### src/mcct_pkg.sv
// ----------------------------------------------------------------------------
// mcct_pkg: shared types and constants for the moving circle collision test
// Holds the stream layout, fixed-point widths, CORDIC constants and the
// arctangent step table.
// ----------------------------------------------------------------------------
package mcct_pkg;

    localparam int CORDIC_ITERATIONS_DEF = 16;
    localparam int CORDIC_MAX_STEPS      = 24;

    localparam int POS_W   = 17;
    localparam int SPEED_W = 14;
    localparam int HEAD_W  = 16;
    localparam int RAD_W   = 12;

    localparam int IN_TDATA_W  = 128;
    localparam int OUT_TDATA_W = 8;

    // CORDIC datapath: Q30 x/y with headroom, angle at 2^24 per turn
    localparam int CX_W = 33;
    localparam int CZ_W = 26;

    localparam logic signed [CX_W-1:0] CORDIC_START = 33'sd652032874;
    localparam logic [RAD_W-1:0]       RADIUS_RESET = 12'd832;

    // Width of the unsigned operands of the wide multipliers
    localparam int MAG_W = 40;

    typedef struct packed {
        logic signed [CX_W-1:0] x;
        logic signed [CX_W-1:0] y;
        logic signed [CZ_W-1:0] z;
    } t_cord;

    typedef struct packed {
        logic signed [POS_W-1:0] x1;
        logic signed [POS_W-1:0] y1;
        logic signed [POS_W-1:0] x2;
        logic signed [POS_W-1:0] y2;
        logic [SPEED_W-1:0]      speed1;
        logic [SPEED_W-1:0]      speed2;
        logic                    flip1;
        logic                    flip2;
    } t_side;

    typedef struct packed {
        logic zero_motion;
        logic excess_pos;
        logic proj_pos;
        logic cr_gt;
        logic lead_pos;
    } t_flags;

    // Arctangent of 2^-idx, 2^24 counts per turn
    function automatic logic signed [CZ_W-1:0] atan_step(input int idx);
        logic signed [CZ_W-1:0] v;
        unique case (idx)
            0:  v = 26'sd2097152;
            1:  v = 26'sd1238021;
            2:  v = 26'sd654136;
            3:  v = 26'sd332050;
            4:  v = 26'sd166669;
            5:  v = 26'sd83416;
            6:  v = 26'sd41718;
            7:  v = 26'sd20860;
            8:  v = 26'sd10430;
            9:  v = 26'sd5215;
            10: v = 26'sd2608;
            11: v = 26'sd1304;
            12: v = 26'sd652;
            13: v = 26'sd326;
            14: v = 26'sd163;
            15: v = 26'sd81;
            16: v = 26'sd41;
            17: v = 26'sd20;
            18: v = 26'sd10;
            19: v = 26'sd5;
            20: v = 26'sd3;
            21: v = 26'sd1;
            22: v = 26'sd1;
            default: v = 26'sd0;
        endcase
        return v;
    endfunction

endpackage

### src/mcct_mul.sv
// ----------------------------------------------------------------------------
// mcct_mul: two-stage unsigned multiplier
// Splits each operand in halves, registers four partial products, then
// registers their sum.
// ----------------------------------------------------------------------------
module mcct_mul #(
    parameter int W = mcct_pkg::MAG_W
) (
    input  logic             i_clk,
    input  logic             i_en,
    input  logic [W-1:0]     i_a,
    input  logic [W-1:0]     i_b,
    output logic [2*W-1:0]   o_p
);

    localparam int H = W / 2;
    localparam int L = W - H;

    logic [2*H-1:0] r_p00;
    logic [H+L-1:0] r_p01;
    logic [L+H-1:0] r_p10;
    logic [2*L-1:0] r_p11;
    logic [2*W-1:0] r_p;
    logic [2*W-1:0] n_p;

    always_ff @(posedge i_clk) begin
        if (i_en) begin
            r_p00 <= i_a[H-1:0] * i_b[H-1:0];
            r_p01 <= i_a[H-1:0] * i_b[W-1:H];
            r_p10 <= i_a[W-1:H] * i_b[H-1:0];
            r_p11 <= i_a[W-1:H] * i_b[W-1:H];
            r_p   <= n_p;
        end
    end

    always_comb begin
        n_p = (2*W)'(r_p00)
            + ((2*W)'(r_p01) << H)
            + ((2*W)'(r_p10) << H)
            + ((2*W)'(r_p11) << (2*H));
    end

    assign o_p = r_p;

endmodule
### config.mk
export PLATFORM = sky130hd
export DESIGN_NAME = mcct_mul
export DESIGN_NICKNAME = d
export VERILOG_FILES = /design/src/mcct_pkg.sv /design/src/mcct_mul.sv
export SDC_FILE = /design/constraint.sdc
export NUM_CORES = 2
export LEC_CHECK = 0
export BUFFER_PORTS_ARGS = -buffer_cell sky130_fd_sc_hd__buf_4
export CORE_ASPECT_RATIO = 0.75
export CORE_MARGIN = 2
export CORE_UTILIZATION = 50
export CTS_BUF_LIST = sky130_fd_sc_hd__clkbuf_4
export DETAILED_ROUTE_END_ITERATION = 12
export PLACE_DENSITY = 0.78
export SLEW_MARGIN = 20
export SYNTH_ARGS = -nofsm -noshare
export SYNTH_HDL_FRONTEND = slang
export SYNTH_SLANG_ARGS = --single-unit
### constraint.sdc
create_clock -name i_clk -period 9.5 [get_ports i_clk]
set_clock_uncertainty 0.2 [all_clocks]
set_input_delay 1.425 -clock i_clk [delete_from_list [all_inputs] [get_ports i_clk]]
set_output_delay 1.425 -clock i_clk [all_outputs]
set_load 0.005 [all_outputs]
Word level (Yosys, flattened, before mapping)
Cells that the tools add are included.

word-level totals
  bits in registers = 240
  bits in latches = 0
  bits in writable memories = 0
  ROM bits = 0
  input port bits = 82
  memories = 0

operators by class
  add/sub/neg operators = 3
  multiply operators = 4
  div/mod/pow operators = 0
  $lt $le $gt $ge = 0
  eq/ne operators = 0
  shifts and indexed selects = 0
  multiplexer cells = 0
  bitwise operators = 0
  reductions and logical operators = 0

operator list
  kind            count
  $mul 20x20->40  4
  $add 62x80->80  1
  $add 61x60->62  1
  $add 40x60->61  1

Longest topological paths before layout
  word-level depth = 3
  depth in mapped cells = 28

Worst setup path before layout
Ideal clock, no wire load.

  path kind = in2reg
  from = in i_b[25]
  to = reg r_p11[37] (data pin)
  arrival time = 7454 ps
  data required time = 9040 ps
  path slack = 1586 ps
  cell stages on the path = 24
  cell sequence = clkbuf_1 and2_1 fa_1 inv_1 fa_1 fa_1 inv_1 fa_1 fa_1 fa_1 inv_1 fa_1 inv_1 ha_1 a21o_1 a21oi_1 o21ai_1 o22a_1 a31o_2 nor2_1 o221ai_1 and3_1 a221oi_2 xnor2_1

between the ends
  cells in the longest elaborated chain, start to end = 1

ends and longest elaborated chain
  what                  line            RTL
  start, declared       mcct_mul.sv:12  input logic [W-1:0] i_b,
  $mul 20x20->40        mcct_mul.sv:31  r_p11 <= i_a[W-1:H] * i_b[W-1:H];
  end signal, assigned  mcct_mul.sv:31
  end, declared         mcct_mul.sv:22  logic [2*L-1:0] r_p11;

Every way passes these cells.
A chain may end at the register's enable or synchronous reset.

Worst setup path in the final report
  from = in i_a[13]
  to = reg r_p01[32] (data pin)

between the ends
  cells in the longest elaborated chain, start to end = 1

ends and longest elaborated chain
  what                  line            RTL
  start, declared       mcct_mul.sv:11  input logic [W-1:0] i_a,
  $mul 20x20->40        mcct_mul.sv:29  r_p01 <= i_a[H-1:0] * i_b[W-1:H];
  end signal, assigned  mcct_mul.sv:29
  end, declared         mcct_mul.sv:20  logic [H+L-1:0] r_p01;

Every way passes these cells.

==> reports/qor.csv <==
stage;metric;value;unit
yosys;netlist-cell-type-count;80;
placement;io_buffers;161;
grt;grt_max_degree;142;
yosys;async_reset_ff_share;0;%
worst_setup_path;start_kind;input port;
grt;antenna_found_initial;12;
yosys;synth_area_leaders;fa_1, ha_1, edfxtp_1;
timing;setup_viol_count_final;0;
worst_setup_path;path_common_cell;fa_1;
grt;grt_pass1_wl;278000;um
timing;max_freq;124;MHz
route;vias_per_cell;5.53;
worst_setup_path;critPathKind;in2reg;
worst_setup_path;timing.rr.end;o_p[67];
yosys;syn-cell-area;64100;sq um
timing;slew-limit-headroom;32.8;%
route;drtPass1Iterations;6;
worst_setup_path;slowest_stage;xnor2_1;
hold_path;worstHoldPathType;reg2reg;
cts;clk_pin_slew;0.06;ns
worst_setup_path;max_stage_delay;0.71;ns
cts;cts_resized;0;
yosys;netlist.area_leader.share;41.3;%
yosys;synth_edf_count;240;
cts;cts_sinks;240;
cts;clock_latency;0.98;ns
yosys;yosysSeqAreaShare;11.2;%
yosys;synth_top_area_cell;fa_1;
die;die_y;314;um
yosys;syn-num-nets;8785;
finish;fin_nets;8711;
cts;cts_inserted_buffers;73;
finish;fill_cells;11126;
yosys;ys.flop_type;edfxtp_1;
grt;overflow;0;
worst_setup_path;crit_family;adder cells;
cts;cts_tree;done;
worst_setup_path;worstRegToRegCells;14;
route;wl_per_cell;21.0;um
worst_setup_path;cp.required;9.92;ns
placement;gp_congestion;0.930;
yosys;syn_inst;6742;
die;dieWidth;417;um
worst_setup_path;reg2reg_from;r_p00[21];
yosys;synth_seq_cells;240;
worst_setup_path;path_cells;buf_4 -> buf_4 -> and2_1 -> fa_1 -> fa_1 -> inv_1 -> fa_1 -> inv_1 -> fa_1 -> fa_1 -> fa_1 -> inv_1 -> fa_1 -> inv_1 -> ha_1 -> nand2_1 -> o21ai_0 -> a32oi_1 -> o2111ai_1 -> nand3_1 -> o21ai_1 -> o31a_1 -> a21oi_1 -> xnor2_1;
timing;tns;0;ns
die;io_pins;162;
die;rows;113;
worst_setup_path;path_max_fanout;32;
finish;stdcell_area;67400;sq um
cts;holdBufCountCts;0;
grt;grt_usage;27.6;%
worst_setup_path;r2r_setup_slack;4.91;ns
timing;hold_viol;0;
grt;grt_pass1_vias;49646;
finish;layout_common_cells;inv_1, fa_1, and2_1;
status;status;finished clean;
yosys;synth_warnings;0;
timing;tightest_slew;1.01;ns
cts;cts_setup_buffers;0;
timing;fin_crit_sh;84.6;%
worst_setup_path;crit_arrival;8.45;ns
finish;seqCellArea;7210;sq um
route;vias;46406;
timing;period_needed;8.04;ns
die;dieArea;131000;sq um
finish;mostFrequentLayoutCell;inv_1;
worst_setup_path;end_kind;flop;
route;finalWirelength;177000;um
cts;clockBufferDepth;3;
route;drc;0;
finish;multi_input_area;50200;sq um
die;core_area;127000;sq um
hold_path;hp-start;r_p00[0];
cts;htree_levels;3;
cts;cts_root_buffer;clkbuf_4;
finish;area_growth;5.19;%
finish;layout-drive-gt1-share;5.18;%
route;drtIter0Drc;4295;
placement;placed_area;66400;sq um
placement;dp_hpwl;137000;um
hold_path;hold_depth;0;
run;drv_cap;0;
yosys;postSynthAreaPerCell;9.51;sq um
route;ant_nets;0;
hold_path;whs_endpoint;o_p[0];
die;start_util;50.5;%
timing;slew_viol_final;0;
worst_setup_path;critPathBufInv;6;
timing;rsz0062_at_grt;false;
synthesized netlist by cell type, types with 7 or more instances:
cell / n
inv_1: 1435
fa_1: 1321
and2_1: 903
nand2_1: 807
ha_1: 640
clkbuf_1: 344
edfxtp_1: 240
a21oi_1: 179
xnor2_1: 140
a21o_1: 104
nor2_1: 87
o21ai_0: 83
xor2_1: 63
nand3_1: 37
nand2b_1: 31
nor2b_1: 29
and3_1: 27
nor3_1: 25
o21a_1: 24
o21bai_1: 24
nand4_1: 21
a211oi_1: 17
a31oi_1: 14
o211ai_1: 11
o21ai_1: 11
o31ai_1: 8
o31a_1: 7
sequential cells by signal, summed over array words and instances, names as in the netlist:
| register | count |
|---|---|
| r_p01 | 40 |
| r_p00 | 40 |
| o_p | 80 |
| r_p11 | 40 |
| r_p10 | 40 |
metrics by stage:
stage,worst slack [ns],hold slack [ns],utilization (%),instances
floorplan,1.59,0.200,-,6742
global placement,0.763,0.204,52.3,8260
detailed placement,0.697,0.206,52.3,8260
CTS,1.76,0.214,53.1,8386
global route,1.24,0.219,53.1,8394
finish,1.46,0.212,53.1,8398
area by class of cell:
cell class                      count  area share [%]
Antenna cell                       12          0.0445
Timing Repair Buffer              203            2.31
Tap cell                         1667            3.09
Clock inverter                     34           0.431
Clock buffer                       92            1.02
Inverter                         1435            7.99
Multi-Input combinational cell   4715            74.4
Sequential cell                   240            10.7
per-layer routing:
| metal | track usage (%) | vias to the layer above | part of all wire, % |
|---|---|---|---|
| li1 | - | 20220 | - |
| met1 | 37.9 | 23253 | 41 |
| met2 | 41.7 | 2497 | 43 |
| met3 | 8.52 | 428 | 12 |
| met4 | 8.89 | 8 | 3.3 |
| met5 | 0 | - | 0.058 |
worst max path at each step:
stage	startpoint	to	cells past startpoint
after floorplan	i_b[25]	r_p11[37]	24
after global placement	i_b[6]	r_p00[36]	22
after detailed placement	i_a[14]	r_p01[36]	25
after CTS	i_a[14]	r_p01[36]	25
after global routing	i_a[14]	r_p01[36]	25
final	i_a[13]	r_p01[32]	24
cells by family (layout without fill, tap and decap cells):
kind of cell               Yosys count  after routing  share of synthesized area (%)
other                                0             12                              0
and+or+nand+nor                   1995           1995                           16.0
buffers and inverters             1787           1764                           10.5
xor gates and xnor gates           203            203                           2.77
adders and majority gates         1961           1961                           53.8
muxes                                2              2                         0.0332
AOI/OAI and AO/OA                  554            554                           5.75
DFF                                240            240                           11.2
Power is not shown: default switching activity piles up to over one toggle a cycle in this logic, so the estimate is an artifact.
