## src/mcct_pkg.sv

```systemverilog
// ----------------------------------------------------------------------------
// mcct_pkg: shared types and constants for the moving circle collision test
// Holds the stream layout, fixed-point widths, CORDIC constants and the
// arctangent step table.
// ----------------------------------------------------------------------------
package mcct_pkg;

    localparam int CORDIC_ITERATIONS_DEF = 16;
    localparam int CORDIC_MAX_STEPS      = 24;

    localparam int POS_W   = 17;
    localparam int SPEED_W = 14;
    localparam int HEAD_W  = 16;
    localparam int RAD_W   = 12;

    localparam int IN_TDATA_W  = 128;
    localparam int OUT_TDATA_W = 8;

    // CORDIC datapath: Q30 x/y with headroom, angle at 2^24 per turn
    localparam int CX_W = 33;
    localparam int CZ_W = 26;

    localparam logic signed [CX_W-1:0] CORDIC_START = 33'sd652032874;
    localparam logic [RAD_W-1:0]       RADIUS_RESET = 12'd832;

    // Width of the unsigned operands of the wide multipliers
    localparam int MAG_W = 40;

    typedef struct packed {
        logic signed [CX_W-1:0] x;
        logic signed [CX_W-1:0] y;
        logic signed [CZ_W-1:0] z;
    } t_cord;

    typedef struct packed {
        logic signed [POS_W-1:0] x1;
        logic signed [POS_W-1:0] y1;
        logic signed [POS_W-1:0] x2;
        logic signed [POS_W-1:0] y2;
        logic [SPEED_W-1:0]      speed1;
        logic [SPEED_W-1:0]      speed2;
        logic                    flip1;
        logic                    flip2;
    } t_side;

    typedef struct packed {
        logic zero_motion;
        logic excess_pos;
        logic proj_pos;
        logic cr_gt;
        logic lead_pos;
    } t_flags;

    // Arctangent of 2^-idx, 2^24 counts per turn
    function automatic logic signed [CZ_W-1:0] atan_step(input int idx);
        logic signed [CZ_W-1:0] v;
        unique case (idx)
            0:  v = 26'sd2097152;
            1:  v = 26'sd1238021;
            2:  v = 26'sd654136;
            3:  v = 26'sd332050;
            4:  v = 26'sd166669;
            5:  v = 26'sd83416;
            6:  v = 26'sd41718;
            7:  v = 26'sd20860;
            8:  v = 26'sd10430;
            9:  v = 26'sd5215;
            10: v = 26'sd2608;
            11: v = 26'sd1304;
            12: v = 26'sd652;
            13: v = 26'sd326;
            14: v = 26'sd163;
            15: v = 26'sd81;
            16: v = 26'sd41;
            17: v = 26'sd20;
            18: v = 26'sd10;
            19: v = 26'sd5;
            20: v = 26'sd3;
            21: v = 26'sd1;
            22: v = 26'sd1;
            default: v = 26'sd0;
        endcase
        return v;
    endfunction

endpackage

```

## src/mcct_cordic_cell.sv

```systemverilog
// ----------------------------------------------------------------------------
// mcct_cordic_cell: one CORDIC rotation step
// Rotates toward zero residual angle and registers the result for the
// next cell in the chain.
// ----------------------------------------------------------------------------
module mcct_cordic_cell #(
    parameter int STEP = 0
) (
    input  logic                i_clk,
    input  logic                i_en,
    input  mcct_pkg::t_cord     i_d,
    output mcct_pkg::t_cord     o_q
);

    mcct_pkg::t_cord r_q;
    mcct_pkg::t_cord n_q;

    always_comb begin
        if (!i_d.z[mcct_pkg::CZ_W-1]) begin
            n_q.x = i_d.x - (i_d.y >>> STEP);
            n_q.y = i_d.y + (i_d.x >>> STEP);
            n_q.z = i_d.z - mcct_pkg::atan_step(STEP);
        end else begin
            n_q.x = i_d.x + (i_d.y >>> STEP);
            n_q.y = i_d.y - (i_d.x >>> STEP);
            n_q.z = i_d.z + mcct_pkg::atan_step(STEP);
        end
    end

    always_ff @(posedge i_clk) begin
        if (i_en) begin
            r_q <= n_q;
        end
    end

    assign o_q = r_q;

endmodule

```

## config.mk

```make
export PLATFORM = sky130hd
export DESIGN_NAME = mcct_cordic_cell
export DESIGN_NICKNAME = d
export VERILOG_FILES = /design/src/mcct_pkg.sv /design/src/mcct_cordic_cell.sv
export SDC_FILE = /design/constraint.sdc
export NUM_CORES = 1
export LEC_CHECK = 0
export ABC_AREA = 1
export BUFFER_PORTS_ARGS = -buffer_cell sky130_fd_sc_hd__buf_2
export CELL_PAD_IN_SITES_DETAIL_PLACEMENT = 1
export CELL_PAD_IN_SITES_GLOBAL_PLACEMENT = 2
export CORE_ASPECT_RATIO = 0.75
export CORE_MARGIN = 5
export CORE_UTILIZATION = 33
export DETAILED_ROUTE_END_ITERATION = 8
export PLACE_DENSITY = 0.95
export SETUP_SLACK_MARGIN = 0.4
export SLEW_MARGIN = 20
export SYNTH_ARGS = -nofsm -noshare
export SYNTH_HDL_FRONTEND = slang
export SYNTH_SLANG_ARGS = --single-unit
export TNS_END_PERCENT = 20
```

## constraint.sdc

```tcl
create_clock -name i_clk -period 3.95 [get_ports i_clk]
set_input_delay 0.79 -clock i_clk [delete_from_list [all_inputs] [get_ports i_clk]]
set_output_delay 0.79 -clock i_clk [all_outputs]
set_load 0.005 [all_outputs]
```

# Word level (Yosys, flattened, before mapping)
# Cells that the tools add are included.
# Widths: inputs -> output; s select.
# totals
out_inout_bits	92
inputBits	94
reg_bits	92
word_cells	9
# op_classes
n_mux	1
n_addsub	5
# op_table
op	count
$mux 92	1
$sub 33x33->33	2
$add 33x33->33	1
$add 26x23->26 const B	1
$sub 26x23->26 const B	1

# Logic depth before layout (Yosys ltp)
# Gate-level depths: netlist of run 1.
# logic_depth
depth_word	2
mapped_depth	17
depth_no_buf	16

# Least setup slack after synthesis of run 1
# Ideal clock, no wire load.
# synth_timing
kind	input to register
startpoint	input i_d[26] (netlist bit)
endpoint	register r_q, in the netlist o_q[58] (data pin)
path_buffers	0
path_stages	15
arrival_ns	2.171
t_required_ns	3.696
setup_ns	0.254
setup_slack_ns	1.526
cell_sequence	inv_1 -> ha_1 -> fa_1 -> inv_1 -> nand2_1 -> nand2_1 -> nand2_1 -> nand2_1 -> nand2_1 -> nand2_1 -> nand2_1 -> nand2_1 -> nand2_1 -> nand3_1 -> nand2_1
# synth_lines
item	line_no	rtl
start, declared	mcct_cordic_cell.sv:11	input mcct_pkg::t_cord i_d,
end signal, assigned	mcct_cordic_cell.sv:32	r_q <= n_q;
end, declared	mcct_cordic_cell.sv:15	mcct_pkg::t_cord r_q;

==> reports/metrics.yaml, run 1 <==
timing:
  setup_viol: 0
  rsz0062_at_grt: "false"
  final-hold-violation-count: 0
  slew_headroom_pct: 49.4
  worst_slew_pin_slew_ns: 0.760
  fin_crit_ns: 2.71
  fin_crit_sh_pct: 68.7
  fin_setup_tns_ns: 0
  slew_viol_final: 0
  fmax_mhz: 369
  timing.hold.ws_ns: 0.595
layout:
  fin_cells: 2290
  final_cell_mix: "nand2_1 (636), inv_1 (337), buf_2 (184)"
  multi_input_area_um2: 6330
  nets: 2069
  layout-drive-gt1-share_pct: 13.7
  final_common_cell: "nand2_1"
  seqCellArea_um2: 2730
  n_fill_cell: 4327
  largest_reg_flops: 91
  syn_to_final_growth_pct: 14.2
  insertedDiodeCount: 0
power:
  leakage_nw: 6.87
  swShare_pct: 42.2
  p_seq_share_pct: 33.7
  internal_power_mw: 2.15
  p_switching_mw: 1.57
  powerDensity_nw_per_um2: 306
  power_mw: 3.72
  combPwrFrac_pct: 40.5
  p_clk_share_pct: 25.8
  irDropWorstVdd_mv: 0.176
placement:
  io_buffers: 185
  place_hpwl_um: 34700
  dp_cells: 2274
  gp_congestion: 0.918
global_routing:
  grt.total_usage_pct: 22.5
  grt_pass1_wl_um: 63500
  antenna_found_initial: 1
  grt_max_degree: 60
  grt.overflow.total: 0
  first_global_vias: 11500
clock_network:
  clockBufferDepth: 2
  cts_setup_buffers: 0
  cts_hold_buf: 0
  htree_levels: 3
  numCtsBuffers: 9
  clk_pin_slew_ns: 0.09
  cts_sinks: 91
  ctsRootBufferMaster: "clkbuf_16"
  postCtsResizedCells: 0
  cts_tree: "yes"
drt:
  first_pass_iters: 5
  drt_iter0_drc: 744
  drc: 0
  num_vias: 11300
  drt-wirelength-per-cell_um: 17.9
  wirelength_um: 41000
  vias_per_cell: 4.93
  ant_nets: 0
worst_setup_path:
  worst-setup-path-type: "in2reg"
  arrival_ns: 2.85
  critPathCaptureType: "flip-flop"
  startpoint: "i_d[32]"
  crit_end: "o_q[90]$_DFFE_PP_"
  required_ns: 4.09
  critPathMaxFanout: 11
  start_kind: "primary input"
synth:
  synth_top_cell_area_share_pct: 25.7
  synth_seq_cells: 91
  synthCells: 1715
  syn_avg_cell_area_um2: 6.21
  synthFlopType: "edfxtp_1"
  syn-cell-area_um2: 10700
  yosys_warnings: 0
  ys_seq_area_share_pct: 25.7
  synth_edf_count: 91
  synth-async-reset-ratio_pct: 0
  netlist_top_cells_area: "edfxtp_1 (26%), nand2_1 (22%), inv_1 (12%)"
  yosysTopAreaCell: "edfxtp_1"
  synth.net_count: 1912
  ys_types: 36
min_path:
  whs_path_depth: 1
  worstHoldPathType: "in2reg"
die:
  die_h_um: 166
  die_w_um: 217
  die-area_um2: 36000
  core_area_um2: 32100
  row_count: 57
  ios: 186
  start_util_pct: 33.2
run_status:
  outcome: "completed"
run:
  drv_cap: 0
[layout make-up]
cell class	count	share of cell area (%)
inverters	349	10.8
flip-flops and latches	91	22.5
clock inverters	7	0.669
multi-input cells	1231	52.0
clock buffers	9	1.85
well taps	413	4.25
repair buffers	190	7.94
[power groups by stage]
stage	Combinational (mW)	Sequential (mW)	Clock, mW
finish	1.51	1.25	0.959
global route	1.68	1.27	1.03
CTS	1.50	1.26	0.994
detailed placement	1.49	1.28	0
global placement	1.45	1.27	0
floorplan	0.900	1.29	0
[cells by family after synthesis]
group / count (synthesis) / synth area share (%)
AO/OA/AOI/OAI: 138 / 7.07
XOR/XNOR: 26 / 2.14
adder cells (fa/ha/maj): 103 / 12.4
buffers and inverters: 393 / 14.9
flip-flops: 91 / 25.7
AND/OR/NAND/NOR: 964 / 37.8
[critical path, stage by stage]
cell and delay, ns:
buf_2 0.11, inv_1 0.04, ha_1 0.59, nand2_2 0.18, inv_1 0.14, nand2_1 0.06, nand2_1 0.10, inv_1 0.06
nand2_1 0.11, nand2_1 0.08, nand2_1 0.17, nand2_1 0.11, nand2_1 0.09, nand2_1 0.05, nand3_1 0.08, nand2_1 0.06
[cells in the mapped netlist, types with 4 or more instances]
cell type	n
o21ai_0	30
fa_1	4
xor2_1	26
edfxtp_1	91
a21oi_1	73
clkbuf_1	9
nor3_1	5
nor2_1	106
nand2_2	18
o22ai_1	4
a31oi_1	4
o21a_1	4
o21bai_1	12
buf_4	22
inv_2	10
nor3_2	4
nor2_2	8
nand2_1	636
ha_1	99
buf_2	11
o21ai_1	7
nand3_1	162
nand4_1	16
inv_1	337
[stage by stage]
| stage | utilization, % | area, um^2 | setup slack [ns] |
|---|---|---|---|
| global placement | 36.9 | 11900 | 0.877 |
| global route | 37.9 | 12200 | 0.986 |
| floorplan | - | 10700 | 1.53 |
| CTS | 37.9 | 12200 | 1.24 |
| detailed placement | 36.9 | 11900 | 0.844 |
| finish | 37.9 | 12200 | 1.24 |
[per-layer routing]
metal	GRT usage, %	part of all wire (%)	wire length (um)	vias up
li1	-	-	-	5592
met1	33.6	52	21100	5420
met2	35.3	42	17400	240
met3	2.77	4.7	1930	28
met4	3.73	1.2	495	0
met5	0	0	0	-
[worst min path at each step]
stage                 from               end
finish              i_d[3]  o_q[3]$_DFFE_PP_
global route        i_d[1]  o_q[1]$_DFFE_PP_
CTS                 i_d[3]  o_q[3]$_DFFE_PP_
detailed placement  i_d[5]  o_q[5]$_DFFE_PP_
global placement    i_d[3]  o_q[3]$_DFFE_PP_
floorplan           i_d[0]  o_q[0]$_DFFE_PP_
Power figures use the tool's default switching activity.
==> run 2, diff against run 1 <==
--- a/config.mk
+++ b/config.mk
@@ -5,15 +5,15 @@
 export SDC_FILE = /design/constraint.sdc
 export NUM_CORES = 1
 export LEC_CHECK = 0
-export ABC_AREA = 1
+export ABC_AREA = 0
 export BUFFER_PORTS_ARGS = -buffer_cell sky130_fd_sc_hd__buf_2
 export CELL_PAD_IN_SITES_DETAIL_PLACEMENT = 1
 export CELL_PAD_IN_SITES_GLOBAL_PLACEMENT = 2
 export CORE_ASPECT_RATIO = 0.75
 export CORE_MARGIN = 5
-export CORE_UTILIZATION = 33
+export CORE_UTILIZATION = 34
 export DETAILED_ROUTE_END_ITERATION = 8
-export PLACE_DENSITY = 0.95
+export PLACE_DENSITY = 0.9
 export SETUP_SLACK_MARGIN = 0.4
 export SLEW_MARGIN = 20
 export SYNTH_ARGS = -nofsm -noshare
==> constraint.sdc (replaced) <==
create_clock -name i_clk -period 2.8 [get_ports i_clk]
set_input_delay 0.56 -clock i_clk [delete_from_list [all_inputs] [get_ports i_clk]]
set_output_delay 0.56 -clock i_clk [all_outputs]
set_load 0.005 [all_outputs]
==> reports/metrics.yaml, run 2 <==
drt:
  num_vias: 9223  # -18%
  drt-wirelength-per-cell_um: 21.4  # +19%
  first_pass_iters: 5  # unchanged
  wirelength_um: 36900  # -9.8%
  drc: 0  # unchanged
  drt_iter0_drc: 733  # -1.5%
  ant_nets: 0  # unchanged
  vias_per_cell: 5.34  # +8.4%
clock_network:
  cts_hold_buf: 0  # unchanged
  clk_pin_slew_ns: 0.08  # about the same
  cts_tree: "yes"
  numCtsBuffers: 9  # unchanged
  htree_levels: 3  # unchanged
  ctsRootBufferMaster: "clkbuf_16"
  clockBufferDepth: 2  # unchanged
  cts_sinks: 91  # unchanged
die:
  die_h_um: 147  # -12%
  core_area_um2: 24700  # -23%
  die_w_um: 192  # -12%
  row_count: 50  # -12%
  die-area_um2: 28100  # -22%
  ios: 186  # unchanged
  start_util_pct: 34.2  # +0.99 points
timing:
  slew_viol_final: 0  # unchanged
  worst_slew_pin_slew_ns: 0.461  # -0.299 ns
  timing.hold.ws_ns: 0.365  # -0.230 ns
  fin_crit_sh_pct: 105
  fmax_mhz: 339
  setup_viol: 15  # +15
  slew_headroom_pct: 69.0  # +20 points
  final-hold-violation-count: 0  # unchanged
  rsz0062_at_grt: "true"
  fin_setup_tns_ns: -1.07  # -1.07 ns
  timing.final.ws_setup_ns: -0.146  # -1.38 ns
  fin_crit_ns: 2.95
synth:
  synthAdderAreaFrac_pct: 15.6  # +3.2 points
  netlist_top_cells_area: "edfxtp_1 (32%), ha_1 (15%), a21oi_1 (6.8%)"
  synthSimpleGateAreaFrac_pct: 11.6  # -26 points
  synth_top_cell_area_share_pct: 32.4  # +6.7 points
  synth-compound-area-share_pct: 24.1  # +17 points
  yosys_warnings: 0  # unchanged
  synth-async-reset-ratio_pct: 0  # unchanged
  synthCells: 945  # -45%
  synth_top_family_by_area: "compound AO/OA/AOI/OAI gates"
  syn_avg_cell_area_um2: 8.94  # +44%
  synth.net_count: 1142  # -40%
  synth_seq_cells: 91  # unchanged
  synthFlopType: "edfxtp_1"
  yosysTopAreaCell: "edfxtp_1"
  ys_types: 81  # +130%
  synthMuxAreaShare_pct: 1.56  # +1.6 points
  synth_edf_count: 91  # unchanged
  ys_seq_area_share_pct: 32.4  # +6.7 points
  yosys.area_share.xor_xnor_pct: 6.74  # +4.6 points
  syn-cell-area_um2: 8450  # -21%
  synth.most_common_cell: "a21oi_1"
  synth_common_cells: "a21oi_1 (114), inv_1 (101), ha_1 (99)"
worst_setup_path:
  required_ns: 2.91  # -1.18 ns
  start_kind: "primary input"
  critPathCaptureType: "flip-flop"
  worst-setup-path-type: "in2reg"
  critPathMaxFanout: 3  # -8
  arrival_ns: 3.06  # +0.21 ns
placement:
  io_buffers: 185  # unchanged
  dp_cells: 1688  # -26%
  gp_congestion: 0.957  # +4.2%
  place_hpwl_um: 28000  # -19%
global_routing:
  grt.overflow.total: 0  # unchanged
  first_global_vias: 9780  # -15%
  antenna_found_initial: 0  # -1
  grt.total_usage_pct: 24.9  # +2.4 points
  grt_pass1_wl_um: 55100  # -13%
  grt_max_degree: 57  # -5.0%
layout:
  largest_reg_flops: 91  # unchanged
  final_common_cell: "buf_4"
  fin_cells: 1728  # -25%
  insertedDiodeCount: 0  # unchanged
  syn_to_final_growth_pct: 55.8
  final_cell_mix: "buf_4 (274), buf_2 (170), edfxtp_1 (91)"
  layout-drive-gt1-share_pct: 47.3  # +34 points
  nets: 1583  # -23%
  n_fill_cell: 2852  # -34%
run_status:
  violations: "negative setup slack"
  outcome: "finished with violations"
power:
  powerDensity_nw_per_um2: 435  # +42%
  irDropWorstVdd_mv: 0.306  # +74%
  leakage_nw: 6.00  # -13%
min_path:
  min_from: "i_d[6]"
  whs_path_depth: 1  # unchanged
  whs_endpoint: "o_q[6]$_DFFE_PP_"
  worstHoldPathType: "in2reg"
run:
  drv_cap: 0  # unchanged
[run 2: changes by cell type after synthesis, moves of 17 or more]
| cell | previous run | this run |
|---|---|---|
| a21o_1 | 0 | 22 |
| a21oi_1 | 73 | 114 |
| buf_4 | 22 | 2 |
| inv_1 | 337 | 101 |
| nand2_1 | 636 | 41 |
| nand2_2 | 18 | 0 |
| nand3_1 | 162 | 18 |
| nor2_1 | 106 | 87 |
| o21ai_0 | 30 | 48 |
| xnor2_1 | 0 | 56 |
| xor2_1 | 26 | 9 |
[run 2: worst max-delay path, stage by stage]
cell	delay (ns)
buf_4	0.13
ha_4	0.22
buf_6	0.11
a211o_1	0.28
o211ai_1	0.21
o2111ai_2	0.29
a31oi_4	0.29
nor2_2	0.07
buf_4	0.13
o21a_1	0.21
nor2_2	0.15
buf_4	0.13
buf_6	0.08
a21oi_2	0.04
xnor2_1	0.15
[run 2: worst max path at each step]
stage / slack, ns / to / depth (start not counted) / from
floorplan: -0.08 / o_q[58]$_DFFE_PP_ / 13 / i_d[43]
global placement: -0.70 / o_q[56]$_DFFE_PP_ / 14 / i_d[59]
detailed placement: -0.83 / o_q[56]$_DFFE_PP_ / 14 / i_d[59]
CTS: -0.17 / o_q[58]$_DFFE_PP_ / 13 / i_d[26]
global route: -0.23 / o_q[90]$_DFFE_PP_ / 15 / i_d[32]
finish: -0.15 / o_q[42]$_DFFE_PP_ / 15 / i_d[66]
[run 2: logic make-up after synthesis]
group           count (synthesis)
compound gates                312
xor+xnor                       65
fa+ha+maj                     103
buf+inv                       149
flops                          91
mux                            13
simple gates                  212
[run 2: per-layer routing]
layer | share of wire, % | global-route usage, %
met5 | 0 | 0
met4 | 2.3 | 6.34
met3 | 7.6 | 4.57
met2 | 47 | 41.6
met1 | 43 | 33.2
[run 2: power by group]
part | switching (mW) | internal (mW)
sequential | 0.0566 | 1.77
combinational | 1.40 | 1.23
clock | 0.651 | 0.610
[run 2: final cells by class]
type                    instances  area, um^2  share of cell area, %
clock buffers                   9         225                   1.71
clock inverters                 6        48.8                  0.371
flip-flops and latches         91        2730                   20.8
repair buffers                471        3260                   24.8
inverters                     108         462                   3.51
multi-input cells             705        6010                   45.7
well taps                     338         423                   3.21
[run 2: per-stage QoR]
stage               setup WS (ns)  power (mW)  instance area (um^2)  utilization [%]
floorplan                 -0.0815        2.99                  8830                -
global placement           -0.696        4.06                 11800             47.9
detailed placement         -0.830        4.14                 11800             47.9
CTS                        -0.169        5.58                 12800             51.7
global route               -0.227        5.99                 13200             53.2
finish                     -0.146        5.72                 13200             53.2
[run 2: repair_timing]
item,in CTS,in global routing
pin swaps,48,49
endpoints found under the setup margin,48,48
setup buffers,13,12
resized for setup,126,76
==> run 3, diff against run 2 <==
--- a/config.mk
+++ b/config.mk
@@ -7,13 +7,10 @@
 export LEC_CHECK = 0
 export ABC_AREA = 0
 export BUFFER_PORTS_ARGS = -buffer_cell sky130_fd_sc_hd__buf_2
-export CELL_PAD_IN_SITES_DETAIL_PLACEMENT = 1
-export CELL_PAD_IN_SITES_GLOBAL_PLACEMENT = 2
-export CORE_ASPECT_RATIO = 0.75
 export CORE_MARGIN = 5
-export CORE_UTILIZATION = 34
+export CORE_UTILIZATION = 56
 export DETAILED_ROUTE_END_ITERATION = 8
-export PLACE_DENSITY = 0.9
+export PLACE_DENSITY = 0.89
 export SETUP_SLACK_MARGIN = 0.4
 export SLEW_MARGIN = 20
 export SYNTH_ARGS = -nofsm -noshare
==> reports/metrics.yaml, run 3 (synthesis gave the netlist of run 2 again) <==
worst_setup_path:
  crit_chain: "buf_8, inv_4, ha_4, fa_2, inv_2, a21oi_4, o221ai_4, a31oi_4, o41ai_4, a31o_2, a2111oi_4, o21ai_1, a21bo_2, xnor2_1"
  worst-setup-path-type: "in2reg"
  crit_buf_inv: 3  # -2
  slowest_stage: "a2111oi_4"
  arrival_ns: 3.06  # about the same
  critPathMaxStageDelay_ns: 0.47  # +0.18 ns
  start_kind: "primary input"
  crit_family: "compound AO/OA/AOI/OAI gates"
  critPathMaxFanout: 3  # unchanged
  critPathCaptureType: "flip-flop"
  required_ns: 2.89  # -0.02 ns
layout:
  n_fill_cell: 716  # -75%
  seqCellArea_um2: 2730  # unchanged
  layout-drive-gt1-share_pct: 45.6  # -1.7 points
  syn_to_final_growth_pct: 50.7
  insertedDiodeCount: 0  # unchanged
  nets: 1557  # -1.6%
  final_cell_mix: "buf_4 (245), buf_2 (168), edfxtp_1 (91)"
  fin_util_pct: 86.9  # +34 points
  multi_input_area_um2: 5940  # -1.2%
  final_common_cell: "buf_4"
  largest_reg_flops: 91  # unchanged
timing:
  timing.hold.ws_ns: 0.380  # +0.0155 ns
  slew_viol_final: 0  # unchanged
  worst_slew_pin_slew_ns: 0.569  # +0.109 ns
  rsz0062_at_grt: "true"
  slew_headroom_pct: 62.0  # -7.0 points
  setup_viol: 13  # -2
  fin_crit_sh_pct: 106  # +0.82 points
  fin_crit_ns: 2.97  # +0.0230 ns
  fmax_mhz: 337  # -0.78%
  timing.final.ws_setup_ns: -0.169  # -0.0230 ns
  final-hold-violation-count: 0  # unchanged
global_routing:
  grt.overflow.total: 0  # unchanged
  first_global_vias: 9544  # -2.4%
  grt.total_usage_pct: 36.3  # +11 points
  grt_max_degree: 85  # +49%
  antenna_found_initial: 0  # unchanged
  grt_pass1_wl_um: 51600  # -6.5%
clock_network:
  clockBufferDepth: 2  # unchanged
  htree_levels: 3  # unchanged
  clk_pin_slew_ns: 0.07  # about the same
  cts_tree: "yes"
  cts_sinks: 91  # unchanged
  cts_hold_buf: 0  # unchanged
  ctsRootBufferMaster: "clkbuf_16"
  numCtsBuffers: 9  # unchanged
power:
  powerDensity_nw_per_um2: 441  # +1.4%
  leakage_nw: 5.87  # -2.2%
  irDropWorstVdd_mv: 0.339  # +11%
placement:
  gp_congestion: 0.977  # +2.2%
  io_buffers: 185  # unchanged
  dp_slack_ns: -0.578  # +0.252 ns
  place_hpwl_um: 23400  # -17%
run_status:
  violations: "negative setup slack"
  outcome: "finished with violations"
drt:
  drt_iter0_drc: 1554  # +110%
  drt-wirelength-per-cell_um: 22.0  # +3.1%
  first_pass_iters: 8  # +3
  ant_nets: 0  # unchanged
  vias_per_cell: 6.26  # +17%
  num_vias: 9703  # +5.2%
  drc: 0  # unchanged
  wirelength_um: 34100  # -7.6%
run:
  drv_cap: 0  # unchanged
die:
  row_count: 44  # -12%
  die_w_um: 133  # -31%
  core_area_um2: 14600  # -41%
  die_h_um: 133  # -9.3%
  ios: 186  # unchanged
  die-area_um2: 17600  # -37%
  start_util_pct: 57.7  # +23 points
min_path:
  worstHoldPathType: "in2reg"
==> run 3: cell count changes in the layout (fill, tap and decap cells not counted), sizes merged <==
| cell | delta |
|---|---|
| buf | -26 |
| clkinvlp | -3 |
| clkbuf | +1 |
| clkinv | +4 |
| inv | -1 |
==> run 3: cell type report <==
| class | instances | area share, % |
|---|---|---|
| flip-flops and latches | 91 | 21.5 |
| repair buffers | 445 | 24.3 |
| inverters | 108 | 3.64 |
| well taps | 184 | 1.81 |
| clock buffers | 10 | 1.80 |
| clock inverters | 6 | 0.305 |
| multi-input cells | 705 | 46.6 |
==> run 3: per-stage QoR <==
stage	cells	TNS [ns]	cell area, um^2	power [mW]
after floorplan	945	-0.191	8830	2.99
after global placement	1503	-12.98	11400	3.96
after detailed placement	1503	-15.97	11400	4.02
after CTS	1535	-0.0592	12400	5.38
after global routing	1549	-1.95	12700	5.81
final	1549	-0.785	12700	5.61
==> run 3: final timing paths <==
kind / cells after the start / startpoint / end
min: 1 / i_d[20] / o_q[20]$_DFFE_PP_
max: 14 / i_d[59] / o_q[91]$_DFFE_PP_
==> run 3: where the power goes <==
part	internal, mW	switching (mW)
Combinational	1.20	1.39
Clock	0.604	0.585
Sequential	1.77	0.0674
Total	3.57	2.04
==> run 3: per-layer routing <==
metal | part of all wire, % | GRT usage (%) | vias up | routed length, um
li1 | - | - | 4210 | -
met1 | 35 | 43.1 | 4475 | 12000
met2 | 48 | 61.9 | 789 | 16200
met3 | 11 | 7.82 | 229 | 3760
met4 | 6.2 | 18.9 | 0 | 2110
met5 | 0 | 0 | - | 0
==> run 3: timing repair <==
item / CTS / global route
hold endpoints to repair: 0 / 0
buffers inserted: 16 / 14
pin swaps: 70 / 51
gates resized for setup: 146 / 45
setup endpoints to repair: 46 / 50
